<file path="src/rtl/saw_pkg.sv">
// Package for the strided array address walker.
// Shared sizes, register indexes, state encodings and control structs.
// No dependencies.
package saw_pkg;

    localparam int DIM_REGS        = 3;
    localparam int ELEM_W          = 13;
    localparam int ELEM_MAX        = 4096;
    localparam int RANK_W          = 2;
    localparam int STRIDE_W        = 32;
    localparam int ADDR_W          = 64;
    localparam int POFF_W          = 60;
    localparam int TOTAL_W         = 48;
    localparam int BCNT_W          = 12;
    localparam int CFG_IDX_W       = 3;
    localparam int CFG_DATA_W      = 32;
    localparam int MAX_RANK_DEF    = 3;
    localparam int EXTENT_BITS_DEF = 16;

    typedef enum logic [CFG_IDX_W-1:0] {
        REG_ELEM_BYTES = 3'd0,
        REG_RANK       = 3'd1,
        REG_EXTENT_0   = 3'd2,
        REG_EXTENT_1   = 3'd3,
        REG_EXTENT_2   = 3'd4,
        REG_STRIDE_0   = 3'd5,
        REG_STRIDE_1   = 3'd6,
        REG_STRIDE_2   = 3'd7
    } cfg_reg_t;

    typedef enum logic [1:0] {
        DV_IDLE,
        DV_MUL1,
        DV_MUL2
    } derive_state_t;

    typedef enum logic {
        WK_IDLE,
        WK_RUN
    } walk_state_t;

    typedef struct packed {
        logic start;
        logic advance;
        logic load_out;
        logic active;
    } walk_cmd_t;

    typedef struct packed {
        logic empty;
        logic final_byte;
    } walk_status_t;

endpackage

</file>
<file path="src/rtl/saw_ctrl.sv">
// Walk controller: walk state, input/output handshakes, datapath commands.
// Depends on saw_pkg.
module saw_ctrl (
    input  logic                  clk,
    input  logic                  rst_n,
    input  logic                  in_valid,
    input  logic                  start_req,
    input  logic                  out_ready,
    input  logic                  cfg_busy,
    input  saw_pkg::walk_status_t status,
    output logic                  in_ready,
    output logic                  out_valid,
    output saw_pkg::walk_cmd_t    cmd
);
    import saw_pkg::*;

    walk_state_t state_reg, state_next;
    logic        out_valid_reg, out_valid_next;
    logic        accept;

    always_ff @(posedge clk or negedge rst_n)
    begin
        if (!rst_n)
        begin
            state_reg     <= WK_IDLE;
            out_valid_reg <= 1'b0;
        end
        else
        begin
            state_reg     <= state_next;
            out_valid_reg <= out_valid_next;
        end
    end

    always_comb
    begin
        in_ready       = (!out_valid_reg || out_ready) && !cfg_busy;
        accept         = in_valid && in_ready;
        cmd            = '0;
        state_next     = state_reg;
        out_valid_next = out_valid_reg && !out_ready;
        if (accept)
        begin
            out_valid_next = 1'b1;
            cmd.load_out   = 1'b1;
            if (start_req)
            begin
                cmd.start  = 1'b1;
                state_next = status.empty ? WK_IDLE : WK_RUN;
            end
            else
            begin
                case (state_reg)
                    WK_RUN:
                    begin
                        cmd.advance = 1'b1;
                        cmd.active  = 1'b1;
                        if (status.final_byte)
                            state_next = WK_IDLE;
                    end
                    WK_IDLE: ;
                    default: state_next = WK_IDLE;
                endcase
            end
        end
    end

    assign out_valid = out_valid_reg;

endmodule

</file>
<file path="config.mk">
export PLATFORM = sky130hd
export DESIGN_NAME = saw_ctrl
export DESIGN_NICKNAME = d
export VERILOG_FILES = /design/src/rtl/saw_pkg.sv /design/src/rtl/saw_ctrl.sv
export SDC_FILE = /design/constraint.sdc
export NUM_CORES = 1
export LEC_CHECK = 0
export ABC_CLOCK_PERIOD_IN_PS = 1000
export CORE_AREA = 2 2 39 41
export CTS_CLUSTER_DIAMETER = 200
export DETAILED_ROUTE_END_ITERATION = 7
export DIE_AREA = 0 0 41 43
export DONT_BUFFER_PORTS = 1
export GPL_TIMING_DRIVEN = 0
export SYNTH_ARGS = -nofsm -noshare
export SYNTH_HDL_FRONTEND = slang
export SYNTH_SLANG_ARGS = --single-unit
</file>
<file path="constraint.sdc">
create_clock -name clk -period 1 [get_ports clk]
set_input_delay 0 -clock clk [delete_from_list [all_inputs] [get_ports clk]]
set_output_delay 0 -clock clk [all_outputs]
set_load 0.01 [all_outputs]
</file>
After elaboration in Yosys (flattened, before gate mapping)
Cells that the tools add are included.

Reduce and logical (&&, ||, !) cells: 7. Muxes and demuxes: 9.

Operators with widths (count): 2-to-1 mux 1 bit (8); 2-to-1 mux 4 bit (1); logical AND 1 bit (3); logical NOT 1 bit (3); logical OR 1 bit (1).

Register bits after elaboration: 2. Input bits: 8.

Longest topological paths before layout
Depth in word-level cells: 5. Mapped depth: 4. Mapped depth without buffers: 3.

Worst setup path before layout
Ideal clock, no wire load.

Path type: register -> output. Start point: reg out_valid_reg (netlist: out_valid). End point: out cmd[2] (netlist name). Buffers on the path: 1. Data arrival time: 1.181 ns. Cell stages (with the launch flop): 5. Setup slack: -0.181 ns. Path through: dfrtp_1 nand2b_4 nand2_1 nor3b_1 buf_4.

RTL lines: start: declaration (line saw_ctrl.sv:18) `logic out_valid_reg, out_valid_next;`; start signal: assignment (line saw_ctrl.sv:31) `out_valid_reg <= out_valid_next;`; end: declaration (line saw_ctrl.sv:13) `output saw_pkg::walk_cmd_t cmd`.

==> summary.txt <==
Outcome
  • Status: complete, but fails checks
  • Failing checks: negative setup slack

Worst setup path
  • Startpoint types: flop
  • Crit path DAT: 1.19 ns
  • CP max stage cell: dfrtp_2
  • Critical Path RT: 1.00 ns
  • Critical Path End: cmd[2]
  • R2R Setup Slk: -0.12 ns
  • CP max FO: 2
  • Worst R2R Start: out_valid
  • Beginning of the critical path: out_valid
  • CP peak stage delay: 0.43 ns
  • WS Path Type: flop to output pin
  • Reg2reg end: state_reg
  • Nature of the critical path endpoint: output pin
  • Reg2reg path depth: 4
  • CP Cell Sequence: nand2b_4, nand2_4, nor3b_4, buf_6

Cells and area
  • Fraction of layout cells with a size suffix above 1: 63.6%
  • FF+latch area: 51.3 µm²
  • Ant diodes: 0
  • Multi-input logic area: 96.3 µm²
  • Non-filler instance count after layout: 38
  • Area Overhead vs Synth: 70.0%
  • FILL cells: 160
  • Final net count: 32

Route
  • Post-DRT Antenna Nets: 0
  • Drt total wl: 354 µm
  • DRT Pass-1 Iters: 1
  • Starting DRT DRC Count: 0
  • Wire per inst: 9.32 µm
  • Drt via density: 3.66
  • Via count: 139
  • DRC viols: 0

STA
  • Final worst path period need: 1.19 ns
  • Slew Limit Fails: 0
  • Final setup fails: 6
  • Final worst slack: -0.191 ns
  • Least-Margin Pin Slew: 0.237 ns
  • Max transition margin: 84.2%
  • WHS: 0.0115 ns
  • Setup Skew: 0.00282 ns
  • Crit share post-route: 119%
  • RSZ-0062 raised after global routing: yes
  • FMAX: 840 MHz
  • Final hold vios: 0

Placement
  • HPWL after detailed placement: 278 µm
  • DP Cell Count: 31
  • Dpl ws: -0.0534 ns
  • Routability cong.: 0.535
  • Number of port buffers: 0

Power
  • Sequential Power Share: 29.3%
  • Comb pwr share: 20.5%
  • Leakage: 0.125 nW
  • Internal: 0.270 mW
  • Sw frac: 23.5%
  • VDD IR max: 0.301 mV
  • Psw: 0.0830 mW
  • Clock power frac: 50.2%
  • Power Density: 1380 nW/µm²

Die
  • Std cell rows: 14
  • Starting Density: 10.8%
  • Die Wd: 41 µm
  • Full die area: 1760 µm²
  • Core Region: 1380 µm²
  • # IOs: 14
  • Die height: 43 µm

Global routing
  • Initial antenna violation count: 0
  • Gr ovfl total: 0
  • Gr usage total: 6.22%
  • First-pass GRT wire length: 593 µm
  • Pin count of the biggest net entering global routing: 5
  • Vias in the first global route: 155

Yosys
  • Post-Syn Area: 150 µm²
  • Post-Syn Instances: 15
  • Area contributors post-synth: dfrtp_1 (33%), buf_4 (10%), nand2b_4 (9.2%)
  • Mapped Avg Cell Area: 10.0 µm²
  • Yosys reg bits: 2
  • Post-synthesis sequential area ratio: 33.3%
  • Fraction of registers with async set/reset: 100%
  • Ys flop type: dfrtp_1
  • Yosys top cell area share: 33.3%
  • Top cells by count, synth: buf_4 (2), dfrtp_1 (2), inv_1 (2), nand2_1 (2)
  • Synth Warn #: 0
  • Post-Syn Nets: 23
  • Synth unique cells: 11
  • Synth area leader: dfrtp_1
  • Number of synthesized flops with an enable pin: 0

CTS
  • CTS Buf Count: 3
  • H-tree Lvls: 1
  • Clk buf depth: 2
  • Clk slew on worst S/H paths: 0.03 ns
  • Clk sinks: 2
  • CTS tree: built
  • Root Driver: clkbuf_4
  • Clk_lat worst skew: 0.22 ns

Hold path
  • Hold Path Class: input pin to async pin

Job
  • Max-cap violation count: 0
## logic make-up after synthesis
group | Yosys count | share of synthesized area [%]
and+or+nand+nor | 7 | 40.8
buffers and inverters | 4 | 15.0
DFF | 2 | 33.3
AOI/OAI and AO/OA | 2 | 10.8
## worst min path at each step
stage / end / slack, ns / startpoint
finish: out_valid / 0.01 / rst_n
global route: out_valid / 0.008 / rst_n
CTS: out_valid / 0.008 / rst_n
detailed placement: out_valid / -0.30 / rst_n
global placement: out_valid / -0.30 / rst_n
floorplan: out_valid / -0.30 / rst_n
## power by group through the flow
stage                     combinational [mW]  sequential [mW]  clock, mW
after CTS                             0.0723            0.104      0.188
after detailed placement              0.0517            0.104          0
after floorplan                       0.0475            0.102          0
after global placement                0.0516            0.104          0
after global routing                  0.0782            0.106      0.201
final                                 0.0722            0.103      0.177
## per-stage QoR
stage               power, mW  instance area (µm²)  utilization, %  setup TNS (ns)
global placement        0.156                  184            13.3         -0.0907
floorplan               0.149                  164               -        -0.00408
global route            0.385                  255            18.4          -0.838
CTS                     0.365                  251            18.2          -0.645
finish                  0.353                  255            18.4          -0.520
detailed placement      0.155                  184            13.3         -0.0990
## layout by cell type, fill, tap and decap left out, drive strengths merged
cell type / netlist / layout
a22o: 1 / 1
and2b: 1 / 1
and3: 1 / 1
buf: 2 / 4
clkbuf: 0 / 3
dfrtp: 2 / 2
dlygate4sd3: 0 / 2
inv: 2 / 2
nand2: 2 / 2
nand2b: 1 / 1
nor2b: 1 / 1
nor3b: 1 / 1
o211ai: 1 / 1
## critical path: cells and delay by family (launching register included)
kind                   cells  cell delay [ns]
AND/OR/NAND/NOR            3             0.39
buffers and inverters      1             0.14
flip-flops                 1             0.43
## timing repair
| item | 4_1_cts | 5_1_grt |
|---|---|---|
| pin swaps | 2 | 1 |
| setup buffers | 2 | 0 |
| endpoints found under the setup margin | 5 | 6 |
| hold buffers | 2 | 0 |
| gates resized for setup | 4 | 1 |
| hold endpoints to repair | 3 | 0 |
## layout make-up
type | instances | share of cell area [%]
sequential | 2 | 20.1
inverter | 2 | 2.94
multi-input combinational | 9 | 37.7
clock buffer | 3 | 8.82
tap | 16 | 7.84
timing repair buffer | 4 | 13.7
buffer | 2 | 8.82
## routing by layer
| layer | share of wire, % | vias to the layer above | GRT usage (%) | wire length (µm) |
|---|---|---|---|---|
| met5 | 0 | - | 0 | 0 |
| met4 | 4.0 | 0 | 12.0 | 14 |
| met3 | 10 | 2 | 3.66 | 37 |
| met2 | 61 | 9 | 7.81 | 217 |
| met1 | 24 | 66 | 3.86 | 84 |
| li1 | - | 62 | - | - |
(Power assumes the default switching activity.)
