==> config.mk <==
export PLATFORM = sky130hd
export DESIGN_NAME = saw_dp
export DESIGN_NICKNAME = d
export VERILOG_FILES = /design/src/rtl/saw_pkg.sv /design/src/rtl/saw_dp.sv
export SDC_FILE = /design/constraint.sdc
export NUM_CORES = 1
export LEC_CHECK = 0
export ABC_AREA = 1
export CAP_MARGIN = 10
export CORE_ASPECT_RATIO = 1.4
export CORE_UTILIZATION = 40
export CTS_CLUSTER_SIZE = 20
export DETAILED_ROUTE_END_ITERATION = 12
export DONT_BUFFER_PORTS = 1
export GPL_TIMING_DRIVEN = 0
export PLACE_DENSITY = 0.58
export SYNTH_ARGS = -nofsm -noshare
export SYNTH_HDL_FRONTEND = slang
export SYNTH_SLANG_ARGS = --single-unit
==> constraint.sdc <==
create_clock -name clk -period 6.26 [get_ports clk]
set_input_delay 0.313 -clock clk [delete_from_list [all_inputs] [get_ports clk]]
set_output_delay 0.313 -clock clk [all_outputs]
set_load 0.1 [all_outputs]
==> src/rtl/saw_pkg.sv <==
// Package for the strided array address walker.
// Shared sizes, register indexes, state encodings and control structs.
// No dependencies.
package saw_pkg;

    localparam int DIM_REGS        = 3;
    localparam int ELEM_W          = 13;
    localparam int ELEM_MAX        = 4096;
    localparam int RANK_W          = 2;
    localparam int STRIDE_W        = 32;
    localparam int ADDR_W          = 64;
    localparam int POFF_W          = 60;
    localparam int TOTAL_W         = 48;
    localparam int BCNT_W          = 12;
    localparam int CFG_IDX_W       = 3;
    localparam int CFG_DATA_W      = 32;
    localparam int MAX_RANK_DEF    = 3;
    localparam int EXTENT_BITS_DEF = 16;

    typedef enum logic [CFG_IDX_W-1:0] {
        REG_ELEM_BYTES = 3'd0,
        REG_RANK       = 3'd1,
        REG_EXTENT_0   = 3'd2,
        REG_EXTENT_1   = 3'd3,
        REG_EXTENT_2   = 3'd4,
        REG_STRIDE_0   = 3'd5,
        REG_STRIDE_1   = 3'd6,
        REG_STRIDE_2   = 3'd7
    } cfg_reg_t;

    typedef enum logic [1:0] {
        DV_IDLE,
        DV_MUL1,
        DV_MUL2
    } derive_state_t;

    typedef enum logic {
        WK_IDLE,
        WK_RUN
    } walk_state_t;

    typedef struct packed {
        logic start;
        logic advance;
        logic load_out;
        logic active;
    } walk_cmd_t;

    typedef struct packed {
        logic empty;
        logic final_byte;
    } walk_status_t;

endpackage

==> src/rtl/saw_dp.sv <==
// Walk datapath: byte counter, per-dimension indexes and start addresses,
// packed position and the result register. Depends on saw_pkg.
module saw_dp #(
    parameter int MAX_RANK    = saw_pkg::MAX_RANK_DEF,
    parameter int EXTENT_BITS = saw_pkg::EXTENT_BITS_DEF
) (
    input  logic                                                   clk,
    input  logic                                                   rst_n,
    input  saw_pkg::walk_cmd_t                                     cmd,
    input  logic [saw_pkg::ADDR_W-1:0]                             base_address,
    input  logic [saw_pkg::ELEM_W-1:0]                             eff_elem,
    input  logic [saw_pkg::RANK_W-1:0]                             eff_rank,
    input  logic [saw_pkg::DIM_REGS-1:0][EXTENT_BITS-1:0]          extent,
    input  logic [saw_pkg::DIM_REGS-1:0][saw_pkg::STRIDE_W-1:0]    stride,
    input  logic                                                   cfg_contiguous,
    input  logic [saw_pkg::TOTAL_W-1:0]                            cfg_total,
    output saw_pkg::walk_status_t                                  status,
    output logic                                                   active,
    output logic [saw_pkg::ADDR_W-1:0]                             byte_address,
    output logic [saw_pkg::POFF_W-1:0]                             packed_offset,
    output logic                                                   last_byte,
    output logic                                                   contiguous,
    output logic [saw_pkg::TOTAL_W-1:0]                            element_total
);
    import saw_pkg::*;

    localparam int NDIM = (MAX_RANK < DIM_REGS) ? MAX_RANK : DIM_REGS;
    localparam int IW   = EXTENT_BITS + 1;

    logic [BCNT_W-1:0]                   bcnt_reg, bcnt_next;
    logic [NDIM-1:0][EXTENT_BITS-1:0]    idx_reg, idx_next;
    logic [NDIM-1:0][ADDR_W-1:0]         dstart_reg, dstart_next;
    logic [ADDR_W-1:0]                   eaddr_reg, eaddr_next;
    logic [POFF_W-1:0]                   ppos_reg, ppos_next;

    logic                                active_reg;
    logic [ADDR_W-1:0]                   addr_reg;
    logic [POFF_W-1:0]                   poff_reg;
    logic                                last_reg;
    logic                                contig_reg;
    logic [TOTAL_W-1:0]                  total_reg;

    logic [ELEM_W-1:0]                   bc_inc;
    logic                                bytes_more;
    logic [NDIM-1:0]                     idx_more;
    logic [NDIM-1:0]                     hit;
    logic [NDIM-1:0]                     above;
    logic [NDIM-1:0][ADDR_W-1:0]         dsum;
    logic [ADDR_W-1:0]                   new_ea;
    logic                                any_more;
    logic                                ext_zero;
    logic [ADDR_W-1:0]                   cur_addr;

    assign bc_inc     = ELEM_W'(bcnt_reg) + ELEM_W'(1);
    assign bytes_more = (bc_inc < eff_elem);
    assign cur_addr   = eaddr_reg + ADDR_W'(bcnt_reg);

    // Carry search: lowest dimension that still has room takes the step
    always_comb
    begin
        logic lower;
        logic upper;
        lower    = 1'b0;
        ext_zero = 1'b0;
        new_ea   = '0;
        for (int d = 0; d < NDIM; d++)
        begin
            idx_more[d] = (RANK_W'(d) < eff_rank) &&
                          ((IW'(idx_reg[d]) + IW'(1)) < IW'(extent[d]));
            hit[d]      = idx_more[d] & ~lower;
            lower       = lower | idx_more[d];
            dsum[d]     = dstart_reg[d] +
                          {{(ADDR_W-STRIDE_W){stride[d][STRIDE_W-1]}}, stride[d]};
            if (hit[d])
                new_ea = dsum[d];
            if ((RANK_W'(d) < eff_rank) && (extent[d] == '0))
                ext_zero = 1'b1;
        end
        any_more = lower;
        upper    = 1'b0;
        for (int d = NDIM - 1; d >= 0; d--)
        begin
            above[d] = upper;
            upper    = upper | hit[d];
        end
    end

    assign status.final_byte = !bytes_more && !any_more;
    assign status.empty      = (eff_elem == '0) || ext_zero;

    always_comb
    begin
        bcnt_next   = bcnt_reg;
        idx_next    = idx_reg;
        dstart_next = dstart_reg;
        eaddr_next  = eaddr_reg;
        ppos_next   = ppos_reg;
        if (cmd.start)
        begin
            bcnt_next  = '0;
            eaddr_next = base_address;
            ppos_next  = '0;
            for (int d = 0; d < NDIM; d++)
            begin
                idx_next[d]    = '0;
                dstart_next[d] = base_address;
            end
        end
        else if (cmd.advance)
        begin
            ppos_next = ppos_reg + POFF_W'(1);
            if (bytes_more)
                bcnt_next = bc_inc[BCNT_W-1:0];
            else
            begin
                bcnt_next = '0;
                for (int d = 0; d < NDIM; d++)
                begin
                    if (hit[d])
                    begin
                        idx_next[d]    = idx_reg[d] + EXTENT_BITS'(1);
                        dstart_next[d] = dsum[d];
                    end
                    else if (above[d])
                    begin
                        idx_next[d]    = '0;
                        dstart_next[d] = new_ea;
                    end
                end
                if (any_more)
                    eaddr_next = new_ea;
            end
        end
    end

    always_ff @(posedge clk or negedge rst_n)
    begin
        if (!rst_n)
        begin
            bcnt_reg <= '0;
            idx_reg  <= '0;
            ppos_reg <= '0;
        end
        else
        begin
            bcnt_reg <= bcnt_next;
            idx_reg  <= idx_next;
            ppos_reg <= ppos_next;
        end
    end

    always_ff @(posedge clk)
    begin
        dstart_reg <= dstart_next;
        eaddr_reg  <= eaddr_next;
        if (cmd.load_out)
        begin
            active_reg <= cmd.active;
            addr_reg   <= cmd.active ? cur_addr : '0;
            poff_reg   <= cmd.active ? ppos_reg : '0;
            last_reg   <= cmd.active & status.final_byte;
            contig_reg <= cfg_contiguous;
            total_reg  <= cfg_total;
        end
    end

    assign active        = active_reg;
    assign byte_address  = addr_reg;
    assign packed_offset = poff_reg;
    assign last_byte     = last_reg;
    assign contiguous    = contig_reg;
    assign element_total = total_reg;

endmodule

# Yosys cells after proc, flatten, opt, wreduce, memory -nomap -nowiden
# Index checks and enable logic that the tools add are counted.
# word_totals
latchBits	0
word_cells	97
rom_bits	0
ff_bits	551
n_memories	0
inputBits	278
mem_bits_rw	0
# op_classes
n_bitwise	8
reduce_logical	23
n_div	0
n_addsub	12
shifts	0
mul	0
magnitude_cmp	7
eq_ne	1
muxes	31
# ops
cell	n
2-to-1 mux 64 bit	12
2-to-1 mux 192 bit	3
adder 64 bit	3
2-to-1 mux 48 bit	3
2-to-1 mux 60 bit	2
2-to-1 mux 16 bit	5
adder 64 x 12 -> 64 bit	1
adder 60 x 1 -> 60 bit (second input constant)	1
adder 16 x 1 -> 17 bit (second input constant)	3
< comparator 17 x 16 -> 1 bit	3
adder 16 x 1 -> 16 bit (second input constant)	3
zero test 16 bit	3
2-to-1 mux 12 bit	3
adder 12 x 1 -> 13 bit (second input constant)	1
zero test 13 bit	1
< comparator 13 bit	1
AND reduction 3 bit	4
logical AND 1 bit	7
nonzero test 2 bit	3
nonzero test 3 bit	2
< comparator 1 x 2 -> 1 bit (first input constant)	2
bitwise AND 1 bit	3
2-to-1 mux 1 bit	3
OR 1 bit	3
other kinds (5)	7

# Longest topological paths before layout
# logic_depth
depth_word	12
depth_mapped	25
depth_no_buf	23

# Worst setup path after synthesis
# OpenSTA, ideal clock, no wires.
# synth_timing
path_type	flip-flop to flip-flop
start	register idx_reg[32] in the netlist's numbering
end	register dstart_reg[100] in the netlist's numbering, enable pin
stages_incl_launch_ff	21
synth_period_minus_slack_ns	4.675
setup_slack_ns	1.585
arrival_time_ns	4.251
setup_ns	0.424
cell_sequence	dfrtp_1 > ha_1 > nand3_2 > nor2_1 > nand4_1 > inv_1 > nand4_1 > nor2_1 > xor2_1 > inv_1 > ha_1 > a21oi_1 > o211ai_1 > nor2_2 > nand3_1 > nor2_1 > nand3_4 > nand2_4 > nand2_2 > buf_4 > nand2_1
# synth_between
elab_chain_len	6
# synth_lines
item	line	rtl
start: declaration	saw_dp.sv:31	logic [NDIM-1:0][EXTENT_BITS-1:0] idx_reg, idx_next;
start signal: assignment	saw_dp.sv:147	idx_reg <= idx_next;
adder 16 x 1 -> 17 bit	saw_dp.sv:69	((IW'(idx_reg[d]) + IW'(1)) < IW'(extent[d]));
< comparator 17 x 16 -> 1 bit	saw_dp.sv:69	
logical AND 1 bit	saw_dp.sv:68	idx_more[d] = (RANK_W'(d) < eff_rank) &&
bitwise AND 1 bit	saw_dp.sv:70	hit[d] = idx_more[d] & ~lower;
nonzero test 3 bit (no source line)	--	
AND reduction 3 bit (no source line)	--	
end signal: assignment	saw_dp.sv:154	dstart_reg <= dstart_next;
end: declaration	saw_dp.sv:32	logic [NDIM-1:0][ADDR_W-1:0] dstart_reg, dstart_next;
# No other way between the ends.
# A chain may end at the register's enable or synchronous reset.

==> impl_metrics.yaml <==
synth:
  synthArstFlopShare: 0.218
  yosys.area.top_type: "edfxtp_1"
  synth_edf_count: 431
  synthTopCellsByArea: "edfxtp_1 (29%), nand2_1 (20%), inv_1 (9.9%)"
  syn_area_per_cell_um2: 6.75
  ys.flop_type: "edfxtp_1"
  synth_cell_types: 55
  synth_top_area_frac: 0.293
  syn-cell-area_um2: 44200
  yosysSeqAreaShare: 0.361
  synth_seq_cells: 551
  syn-instance-count: 6546
  yosysWarningCount: 0
  synthesis.nets: 7091
sta:
  final-hold-violation-count: 0
  rsz0062_at_grt: "false"
  fin_tns_setup_ps: 0
  tightest_slew_ps: 1340
  clock_skew_ps: 44.7
  maxSlewViolCount: 0
  min_period_ps: 5650
  min_period_over_period: 0.902
  whs_ps: 30.3
  setup-violations-final: 0
  max_freq_mhz: 177
  relSlewSlack: 0.102
drt:
  firstDrtPassIters: 6
  vias: 44400
  ant_nets: 0
  via_per_inst: 5.40
  routedWlPerCell_um: 26.1
  drc: 0
  drtIter0Drc: 4067
  wl_um: 214000
min_path:
  whs_endpoint: "dstart_reg[51]"
  hp-class: "in -> reg"
  min_from: "base_address[51]"
  min_path_cells: 2
floorplan:
  die_h_um: 395
  die_x_um: 283
  die-area_um2: 112000
  rows: 143
  start_util: 0.405
  core_um2: 109000
  ios: 455
clock_tree:
  ctsHoldBuffers: 81
  cts_made_buffers: 59
  clk_path_buf_depth: 3
  cts_tree: "built"
  cts_num_sinks: 551
  postCtsSetupBuffers: 0
  cts.clk_slew.worst_paths_ps: 70
  root_buffer: "clkbuf_16"
  cts_resized: 0
  clk_latency_ps: 710
  htreeDepth: 2
power:
  leakage_nw: 24.7
  p_per_area_nw_per_um2: 249
  ir_drop_v: 0.000230
layout:
  syn_to_final_growth_pct: 11.1
  layout.nets: 7238
  multi_input_comb_area_um2: 23400
  drive_gt1_frac: 0.0345
  layout_commonest_cell: "nand2_1"
  filler_cell_count: 11700
  design_area_um2: 49100
  largest_reg_flops: 192
  final_cell_mix: "nand2_1 (2330), inv_1 (1163), nor2_1 (557)"
  seqCellArea_um2: 15900
  fin_util: 0.450
placement:
  portBuffers: 0
  gp_congestion: 1.03
  dp_hpwl_um: 183000
  placed_cell_area_um2: 46100
critical_path:
  criticalPathCategory: "reg -> out"
  slowest_delay_ps: 980
  end_kind: "output port"
  crit_cells: 19
  r2r_start: "idx_reg[32]"
  critPathMaxFanout: 10
  r2r_end: "eaddr_reg[7]"
  r2r_setup_slack_ps: 1250
  startpoint_type: "register"
  worstPathCellList: "ha_1 -> nand3_2 -> nor2_1 -> inv_1 -> nor2_1 -> nand2_1 -> nor2_1 -> xnor2_1 -> inv_1 -> ha_1 -> nand2_1 -> nor2_1 -> nand4_1 -> nor2_1 -> nor2_2 -> nand3_2 -> clkbuf_1 -> nand3_1 -> nor2_2"
  critPathArrivalTime_ps: 5330
  path_common_cell: "nor2_1"
  worstPathRequired_ps: 5950
  critPathBufInv: 3
  timing.reg2reg.worst_path_depth: 21
  path_delay_family: "simple AND/OR/NAND/NOR gates"
  crit_slowest_cell: "nor2_2"
grt:
  antenna_found_initial: 34
  grt_pass1_wl_um: 296000
  grt_pass1_vias: 42500
  grt_max_degree: 176
  overflow: 0
  grtUsageTotal: 0.377
run:
  drv_cap: 0
run_status:
  status: "completed"
[Yosys cell counts, drive strengths merged (10+ instances only)]
cell type / n
nor4: 43
inv: 1170
o21bai: 36
xnor2: 31
nand3b: 28
a21oi: 318
nand3: 440
nand2: 2338
ha: 263
nor3b: 11
buf: 37
o21ai: 222
a21o: 10
dfrtp: 120
nor3: 113
or2: 47
nand4: 117
edfxtp: 431
xor2: 93
o21a: 22
nor2: 570
clkbuf: 42
[through the flow]
step           cells  setup slack (ps)  power (mW)
3_5_place_dp    8001              1390        8.25
6_report        8215               613        12.2
3_3_place_gp    7996              -573        8.23
2_1_floorplan   6546              1590        6.89
4_1_cts         8194               629        12.2
5_1_grt         8209               258        12.6
[cells by family (layout without fill, tap and decap cells)]
| family | count (synthesis) | count (layout) | synth area share |
|---|---|---|---|
| buffers and inverters | 1250 | 1448 | 0.109 |
| flip-flops | 551 | 551 | 0.361 |
| AND/OR/NAND/NOR | 3715 | 3715 | 0.351 |
| XOR/XNOR | 124 | 124 | 0.0246 |
| adder cells (fa/ha/maj) | 267 | 267 | 0.0763 |
| other | 0 | 21 | 0 |
| AO/OA/AOI/OAI | 639 | 639 | 0.0780 |
[worst max-delay path by stage]
stage                           start               to  slack (ps)
after global placement     idx_reg[0]   dstart_reg[73]        -570
after global routing       idx_reg[0]        status[0]         260
after CTS                  idx_reg[0]        status[0]         630
after detailed placement   idx_reg[0]        status[0]        1390
final                      idx_reg[0]        status[0]         610
after floorplan           idx_reg[32]  dstart_reg[100]        1590
[metal layers]
layer  wire length (um)  global-route usage  part of all wire  vias to the layer above
li1                   -                   -                 -                    21200
met1              83100               0.447              0.39                    21000
met2             101000               0.632              0.47                     1704
met3              14600              0.0585             0.068                      443
met4              15900               0.238             0.074                       16
met5                 91                   0           0.00042                        -
[cell type report]
cell class,count,share of cell area
multi-input cells,4745,0.477
flip-flops and latches,551,0.325
inverters,1171,0.0897
well taps,1450,0.0370
clock buffers,65,0.0307
repair buffers,86,0.0196
clock inverters,47,0.0113
plain buffers,79,0.00829
diodes,21,0.00107
[report_power, final]
part	internal [mW]	switching [mW]	total [mW]
logic	0.894	2.48	3.38
clock network	2.07	1.76	3.83
registers	4.28	0.721	5.00
total	7.25	4.96	12.2
No activity file was read; power rests on OpenSTA's default activity.
