**src/rtl/saw_pkg.sv**
```systemverilog
// Package for the strided array address walker.
// Shared sizes, register indexes, state encodings and control structs.
// No dependencies.
package saw_pkg;

    localparam int DIM_REGS        = 3;
    localparam int ELEM_W          = 13;
    localparam int ELEM_MAX        = 4096;
    localparam int RANK_W          = 2;
    localparam int STRIDE_W        = 32;
    localparam int ADDR_W          = 64;
    localparam int POFF_W          = 60;
    localparam int TOTAL_W         = 48;
    localparam int BCNT_W          = 12;
    localparam int CFG_IDX_W       = 3;
    localparam int CFG_DATA_W      = 32;
    localparam int MAX_RANK_DEF    = 3;
    localparam int EXTENT_BITS_DEF = 16;

    typedef enum logic [CFG_IDX_W-1:0] {
        REG_ELEM_BYTES = 3'd0,
        REG_RANK       = 3'd1,
        REG_EXTENT_0   = 3'd2,
        REG_EXTENT_1   = 3'd3,
        REG_EXTENT_2   = 3'd4,
        REG_STRIDE_0   = 3'd5,
        REG_STRIDE_1   = 3'd6,
        REG_STRIDE_2   = 3'd7
    } cfg_reg_t;

    typedef enum logic [1:0] {
        DV_IDLE,
        DV_MUL1,
        DV_MUL2
    } derive_state_t;

    typedef enum logic {
        WK_IDLE,
        WK_RUN
    } walk_state_t;

    typedef struct packed {
        logic start;
        logic advance;
        logic load_out;
        logic active;
    } walk_cmd_t;

    typedef struct packed {
        logic empty;
        logic final_byte;
    } walk_status_t;

endpackage

```
**src/rtl/saw_cfg.sv**
```systemverilog
// Configuration registers and derived values (element count, packed flag).
// Derived values are recomputed after each write; busy meanwhile.
// Depends on saw_pkg.
module saw_cfg #(
    parameter int MAX_RANK    = saw_pkg::MAX_RANK_DEF,
    parameter int EXTENT_BITS = saw_pkg::EXTENT_BITS_DEF
) (
    input  logic                                                   clk,
    input  logic                                                   rst_n,
    input  logic                                                   cfg_we,
    input  logic [saw_pkg::CFG_IDX_W-1:0]                          cfg_index,
    input  logic [saw_pkg::CFG_DATA_W-1:0]                         cfg_data,
    output logic [saw_pkg::ELEM_W-1:0]                             eff_elem,
    output logic [saw_pkg::RANK_W-1:0]                             eff_rank,
    output logic [saw_pkg::DIM_REGS-1:0][EXTENT_BITS-1:0]          extent,
    output logic [saw_pkg::DIM_REGS-1:0][saw_pkg::STRIDE_W-1:0]    stride,
    output logic                                                   busy,
    output logic                                                   contiguous,
    output logic [saw_pkg::TOTAL_W-1:0]                            element_total
);
    import saw_pkg::*;

    localparam int NDIM   = (MAX_RANK < DIM_REGS) ? MAX_RANK : DIM_REGS;
    localparam int E01_W  = 2 * EXTENT_BITS;
    localparam int SM1_W  = ELEM_W + EXTENT_BITS;
    localparam int SM2_W  = ELEM_W + 2 * EXTENT_BITS;

    logic [ELEM_W-1:0]                      elem_reg;
    logic [RANK_W-1:0]                      rank_reg;
    logic [DIM_REGS-1:0][EXTENT_BITS-1:0]   extent_reg;
    logic [DIM_REGS-1:0][STRIDE_W-1:0]      stride_reg;
    derive_state_t                          dv_state_reg, dv_state_next;

    logic [E01_W-1:0]                       e01_reg;
    logic [SM1_W-1:0]                       sm1_reg;
    logic [TOTAL_W-1:0]                     total_reg;
    logic                                   contig_reg;

    logic [E01_W-1:0]                       e01_full;
    logic [SM1_W-1:0]                       sm1_full;
    logic [TOTAL_W-1:0]                     tot3;
    logic [SM2_W-1:0]                       sm2_full;
    logic [TOTAL_W-1:0]                     total_sel;
    logic                                   contig_calc;

    always_ff @(posedge clk or negedge rst_n)
    begin
        if (!rst_n)
        begin
            elem_reg   <= ELEM_W'(1);
            rank_reg   <= '0;
            for (int i = 0; i < DIM_REGS; i++)
            begin
                extent_reg[i] <= EXTENT_BITS'(1);
                stride_reg[i] <= STRIDE_W'(1);
            end
        end
        else if (cfg_we)
        begin
            case (cfg_reg_t'(cfg_index))
                REG_ELEM_BYTES: elem_reg      <= cfg_data[ELEM_W-1:0];
                REG_RANK:       rank_reg      <= cfg_data[RANK_W-1:0];
                REG_EXTENT_0:   extent_reg[0] <= cfg_data[EXTENT_BITS-1:0];
                REG_EXTENT_1:   extent_reg[1] <= cfg_data[EXTENT_BITS-1:0];
                REG_EXTENT_2:   extent_reg[2] <= cfg_data[EXTENT_BITS-1:0];
                REG_STRIDE_0:   stride_reg[0] <= cfg_data[STRIDE_W-1:0];
                REG_STRIDE_1:   stride_reg[1] <= cfg_data[STRIDE_W-1:0];
                REG_STRIDE_2:   stride_reg[2] <= cfg_data[STRIDE_W-1:0];
                default:        ;
            endcase
        end
    end

    assign eff_elem = (elem_reg > ELEM_W'(ELEM_MAX)) ? ELEM_W'(ELEM_MAX) : elem_reg;
    assign eff_rank = (rank_reg > RANK_W'(NDIM)) ? RANK_W'(NDIM) : rank_reg;
    assign extent   = extent_reg;
    assign stride   = stride_reg;

    // Recompute sequence; restarted by every write (reset also runs it once)
    always_ff @(posedge clk or negedge rst_n)
    begin
        if (!rst_n)
            dv_state_reg <= DV_MUL1;
        else
            dv_state_reg <= dv_state_next;
    end

    always_comb
    begin
        dv_state_next = dv_state_reg;
        case (dv_state_reg)
            DV_MUL1: dv_state_next = DV_MUL2;
            DV_MUL2: dv_state_next = DV_IDLE;
            DV_IDLE: dv_state_next = DV_IDLE;
            default: dv_state_next = DV_IDLE;
        endcase
        if (cfg_we)
            dv_state_next = DV_MUL1;
    end

    assign busy = (dv_state_reg != DV_IDLE);

    // First step: e0*e1 and elem*e0
    assign e01_full = E01_W'(extent_reg[0]) * E01_W'(extent_reg[1]);
    assign sm1_full = SM1_W'(eff_elem) * SM1_W'(extent_reg[0]);

    // Second step: e0*e1*e2 and elem*e0*e1 (wrapped)
    assign tot3     = TOTAL_W'(e01_reg) * TOTAL_W'(extent_reg[2]);
    assign sm2_full = SM2_W'(sm1_reg) * SM2_W'(extent_reg[1]);

    always_comb
    begin
        case (eff_rank)
            2'd0:    total_sel = TOTAL_W'(1);
            2'd1:    total_sel = TOTAL_W'(extent_reg[0]);
            2'd2:    total_sel = TOTAL_W'(e01_reg);
            default: total_sel = tot3;
        endcase
        contig_calc = 1'b1;
        if (eff_rank >= 2'd1 &&
            {{(ADDR_W-STRIDE_W){stride_reg[0][STRIDE_W-1]}}, stride_reg[0]} != ADDR_W'(eff_elem))
            contig_calc = 1'b0;
        if (eff_rank >= 2'd2 &&
            {{(ADDR_W-STRIDE_W){stride_reg[1][STRIDE_W-1]}}, stride_reg[1]} != ADDR_W'(sm1_reg))
            contig_calc = 1'b0;
        if (eff_rank >= 2'd3 &&
            {{(ADDR_W-STRIDE_W){stride_reg[2][STRIDE_W-1]}}, stride_reg[2]} != ADDR_W'(sm2_full))
            contig_calc = 1'b0;
    end

    always_ff @(posedge clk)
    begin
        if (dv_state_reg == DV_MUL1)
        begin
            e01_reg <= e01_full;
            sm1_reg <= sm1_full;
        end
        if (dv_state_reg == DV_MUL2)
        begin
            total_reg  <= total_sel;
            contig_reg <= contig_calc;
        end
    end

    assign contiguous    = contig_reg;
    assign element_total = total_reg;

endmodule

```
**config.mk**
```make
export PLATFORM = sky130hd
export DESIGN_NAME = saw_cfg
export DESIGN_NICKNAME = d
export VERILOG_FILES = /design/src/rtl/saw_pkg.sv /design/src/rtl/saw_cfg.sv
export SDC_FILE = /design/constraint.sdc
export NUM_CORES = 2
export LEC_CHECK = 0
export BUFFER_PORTS_ARGS = -buffer_cell sky130_fd_sc_hd__buf_4
export CAP_MARGIN = 20
export CORE_MARGIN = 2
export CORE_UTILIZATION = 50
export CTS_BUF_LIST = sky130_fd_sc_hd__clkbuf_2 sky130_fd_sc_hd__clkbuf_4 sky130_fd_sc_hd__clkbuf_8
export CTS_CLUSTER_DIAMETER = 40
export DETAILED_ROUTE_END_ITERATION = 7
export GPL_ROUTABILITY_DRIVEN = 1
export GPL_TIMING_DRIVEN = 1
export PLACE_DENSITY = 0.67
export SLEW_MARGIN = 0
export SYNTH_ARGS = -nofsm -noshare
export SYNTH_HDL_FRONTEND = slang
export SYNTH_SLANG_ARGS = --single-unit
```
**constraint.sdc**
```tcl
create_clock -name clk -period 7.37 [get_ports clk]
set_input_delay 0.3685 -clock clk [delete_from_list [all_inputs] [get_ports clk]]
set_output_delay 0.3685 -clock clk [all_outputs]
set_load 0.01 [all_outputs]
```
Word-level counts from Yosys, hierarchy flattened
Cells that the tools add are included.

Word-level logic and storage cells: 57. Bits in registers: 271. Output and inout bits: 209. Input bits: 38.

Order comparisons: 5. Equal/unequal tests: 14. Muxes and demuxes: 6. Reductions and logical operators: 15. Multipliers: 4.

Operators by type and width (count): case mux 48 bit (3 select lines) (1); != test 64 x 13 -> 1 bit (1); != test 64 x 29 -> 1 bit (1); != test 64 x 45 -> 1 bit (1); multiplier 32 x 16 -> 48 bit (1); multiplier 29 x 16 -> 45 bit (1); multiplier 16 x 16 -> 32 bit (1); multiplier 13 x 16 -> 29 bit (1); AND reduction 2 bit (8); > comparator 13 bit (second input constant) (1); 2-to-1 mux 13 bit (1); equality test 3 bit (second input constant) (4); equality test 3 x 2 -> 1 bit (second input constant) (2); 2-to-1 mux 2 bit (3); equality test 2 x 1 -> 1 bit (second input constant) (2); equality test 2 bit (second input constant) (2); >= comparator 2 bit (second input constant) (2); equality test 3 x 1 -> 1 bit (second input constant) (1); logical AND 1 bit (3); zero test 3 bit (1); >= comparator 2 x 1 -> 1 bit (second input constant) (1); > comparator 2 bit (second input constant) (1); zero test 2 bit (1); nonzero test 2 bit (1); other kinds (2) (2).

Logic depth before layout (Yosys ltp)
Depth in word-level cells: 5. Gate-level depth with buffers: 28. Gate-level depth less buffers: 25.

Worst setup path before layout
OpenSTA, ideal clock, no wires.

Kind: register -> register. Start point: reg extent_reg (netlist bit extent[20]). End point: reg contig_reg (netlist: contiguous), data pin. Path buffers: 3. Setup time: 169 ps. Required time: 7201 ps. Period minus slack after synthesis: 6886 ps. Cell stages (with the launch flop): 25. Slack: 484 ps. Arrival time: 6717 ps. Cells stage by stage: dfrtp_1 > clkbuf_1 > clkbuf_1 > nand2_1 > fa_1 > fa_1 > fa_1 > inv_1 > fa_1 > inv_1 > fa_1 > fa_1 > inv_1 > ha_1 > buf_2 > a21oi_1 > o21a_1 > nor2b_1 > a2111oi_0 > or3_1 > or4_1 > nor3_1 > nand3_1 > or4_1 > o31ai_1.

Word-level cells in the longest chain between the ends: 4.

RTL lines: start, declared (RTL line saw_cfg.sv:30) `logic [DIM_REGS-1:0][EXTENT_BITS-1:0] extent_reg;`; multiplier 29 x 16 -> 45 bit (RTL line saw_cfg.sv:109) `assign sm2_full = SM2_W'(sm1_reg) * SM2_W'(extent_reg[1]);`; != test 64 x 45 -> 1 bit (RTL line saw_cfg.sv:127) `{{(ADDR_W-STRIDE_W){stride_reg[2][STRIDE_W-1]}}, stride_reg[2]} != ADDR_W'(sm2_full))`; logical AND 1 bit (RTL line saw_cfg.sv:126) `if (eff_rank >= 2'd3 &&`; OR reduction 2 bit (no line); end signal, assigned (RTL line saw_cfg.sv:141) `contig_reg <= contig_calc;`; end, declared (RTL line saw_cfg.sv:37) `logic contig_reg;`.

No other way between the ends. A chain may end at the register's enable or synchronous reset.

Final worst setup path
Start point: reg extent_reg (netlist bit extent[19]). End point: reg contig_reg (netlist: contiguous), data pin.

Same word-level chain as after synthesis.

==> reports/qor.csv <==
metric,value,unit
DRT Pass-1 Iters,6,
CP Cell Sequence,"buf_4, and2_1, fa_1, inv_1, fa_1, fa_1, fa_1, fa_1, fa_1, inv_1, ha_1, buf_4, nand4_1, o211ai_1, nand3_1, a2111oi_0, or3_1, or4_1, nor3_4, buf_4, nand3_1, or4_1, o31ai_1",
Die X,339.3,um
total number of H-tree levels,2,
MaxCap Viol Count,0,
unrepaired setup endpoints after global routing,yes,
Yosys Warn Count,0,
synthesized area,56220,um2
syn avg cell area,9.454,um2
Max transition margin,0.2785,
NumNets Final,7841,
Fillers,9982,
root buf cell,clkbuf_8,
IO Count,247,
CTS max path bufs,3,
crit-path most repeated cell,fa_1,
Die H,339.3,um
Tmin final,7.181,ns
IO Port Bufs,246,
GRT Util Overall,0.2783,
Antenna Violating Nets Remaining,0,
fin crit share,0.9744,
Worst Tran Pin Value,1.076,ns
Clock Sinks,271,
Yosys top cell by area,fa_1,
Post-synth EDFFs,110,
RePlAce Congestion,0.9194,
largest net degree at the start of global routing,103,
syn nets,7541,
1st-iter DRT viols,2934,
vias in the first global route,44480,
Worst R2R Path Depth,23,
sequential fraction of the synthesis area,0.1306,
Rows,123,
type of the most critical hold path,input port to flop,
Worst Setup SP,extent[19],
total gr overflow,0,
largest delay contributor family on the critical path,adder cells,
outcome,"complete, no violations",
Main synth FF type,dfrtp_1,
Crit Path Class,flop to flop,
Fmax,0.1392,GHz
max reg flops,96,
crit-path max FO,18,
final core utilization,0.5623,
Final Setup Violations,0,
reg2reg setup slack,0.19,ns
routed vias,42270,
Critical Path End,contiguous,
Bufs and invs on worst path,5,
Area Overhead vs Synth,12.07,%
Worst EP arrival,7.80,ns
CTS tree,built,
slowest cell on the critical path,fa_1,
Post-route DRC,0,
share of flip-flops with an asynchronous set or reset,0.5941,
WP data required,7.99,ns
final hold vios,0,
clk_skew,0.08539,ns
Post-DP HPWL,127.0,mm
DR WL/cell,19.90,um
initial core utilization,0.5018,
Area contributors post-synth,"fa_1 41%, ha_1 9.2%, inv_1 7.4%",
Skew-Pair Late Insertion Delay,0.78,ns
layout cells sized above 1,0.1407,
post-synth top area share,0.4067,
Netlist cell types,77,
crit end category,flop,
Placeable Area,112000,um2
Post-Syn Instances,5946,
worst reg2reg endpoint,contiguous,
post-synthesis register bit count,271,
Vias per Instance,5.420,
first-pass GRT wire length,252.2,mm
wire length after detailed routing,155.2,mm
"Reg clk slew, reported paths",0.07,ns
Worst path depth,23,
"Slew Viols, Final",0,
total CTS buffers,57,
antenna violations before repair,3,
Reg2Reg Launch Point,extent[19],
Crit path largest cell delay,0.58,ns
die area,115100,um2
Startpoint Class,flop,
## how the worst min path moves through the flow
stage / startpoint / end / slack [ns] / cells past startpoint
floorplan: rst_n / dv_state_reg[1] / 0.07 / 0
global placement: elem_reg[7] / elem_reg[7] / 0.48 / 1
detailed placement: elem_reg[10] / elem_reg[10] / 0.49 / 1
CTS: cfg_data[11] / stride[75] / 0.006 / 2
global route: cfg_data[11] / stride[11] / 0.03 / 2
finish: cfg_data[9] / stride[73] / 0.06 / 2
## worst reg2reg max path: stages (launching register included)
cell and delay [ns]:
dfrtp_1 0.46, buf_4 0.24, and2_1 0.19, fa_1 0.48
inv_1 0.05, fa_1 0.56, fa_1 0.45, fa_1 0.58
fa_1 0.43, fa_1 0.50, inv_1 0.04, ha_1 0.35
buf_4 0.18, nand4_1 0.10, o211ai_1 0.17, nand3_1 0.21
a2111oi_0 0.09, or3_1 0.32, or4_1 0.47, nor3_4 0.25
buf_4 0.15, nand3_1 0.08, or4_1 0.48, o31ai_1 0.22
## stage by stage
step	cells	hold slack, ns	setup WS [ns]	TNS (ns)	cell area, um2
finish	7799	0.05620	0.1886	0	63000
global route	7796	0.03464	-0.07582	-0.08850	62990
global placement	7620	0.4820	0.01988	0	60850
detailed placement	7620	0.4882	-0.04641	-0.04641	60850
floorplan	5946	0.07291	0.4841	0	56220
CTS	7764	0.006065	0.04972	0	62620
## cell usage after synthesis, types with 34 or more instances
cell type	instances
mux2_2	169
a21o_1	67
fa_1	1142
inv_1	1112
a21oi_1	121
xnor2_1	111
dfrtp_1	153
ha_1	415
nor2b_1	40
o21ai_0	70
clkbuf_1	333
xor2_1	74
and2_1	506
nor3_1	34
edfxtp_1	110
nand3_1	37
nor2_1	99
nand2_1	1024
## cells by family (layout without fill, tap and decap cells)
logic type               count (synthesis)  count (layout)  synth area share
AO/OA/AOI/OAI                          434             434           0.05104
flip-flops                             271             271            0.1306
buffers and inverters                 1455            1804           0.09720
other                                    0               4                 0
XOR/XNOR                               185             185           0.02882
AND/OR/NAND/NOR                       1856            1856            0.1560
adder cells (fa/ha/maj)               1558            1558            0.4992
multiplexers                           187             187           0.03706
## cell type report
cell class | count | area (um2) | area share
clock buffer | 82 | 1054 | 0.01672
inverter | 1113 | 4178 | 0.06631
timing repair buffer | 583 | 4632 | 0.07352
sequential | 271 | 7357 | 0.1168
clock inverter | 26 | 344.1 | 0.005462
antenna | 4 | 10.01 | 0.0001589
tap | 1500 | 1877 | 0.02979
multi-input combinational | 4220 | 43550 | 0.6913
## layer usage
layer | track usage | up-vias | wire (um)
li1 | - | 18660 | -
met1 | 0.4001 | 22020 | 68310
met2 | 0.4383 | 1365 | 71330
met3 | 0.04889 | 224 | 11390
met4 | 0.07117 | 2 | 4148
met5 | 0 | - | 7
## repair_timing
item                       in CTS  in global routing
gates resized for setup         2                 34
hold buffers                   31                  0
hold endpoints to repair      213                  0
setup buffers                   5                 30
pin swaps                       0                  4
setup endpoints to repair       1                 15
## placed cells by master (no fill, tap or decap), types with 15 or more instances in the layout
cell           instances
and3_1                17
inv_1               1112
nor2b_1               35
o21ai_0               67
xnor2_1              111
a21o_1                67
nand2b_1              22
o21ai_1               15
o21bai_1              15
edfxtp_1             110
xor2_1                74
nand3_1               37
o21a_1                20
a21oi_1              117
a31oi_1               18
clkbuf_8              70
ha_1                 412
a22o_1                15
mux2i_1               18
nand2_1             1024
nand4_1               18
mux2_2               169
nor2_1                99
buf_4                535
fa_1                1142
nor3_1                31
dfrtp_1              141
and2_1               506
dlygate4sd3_1         31
nor4_1                19
Power is not shown: default switching activity piles up to over one toggle a cycle in this logic, so the estimate is an artifact.
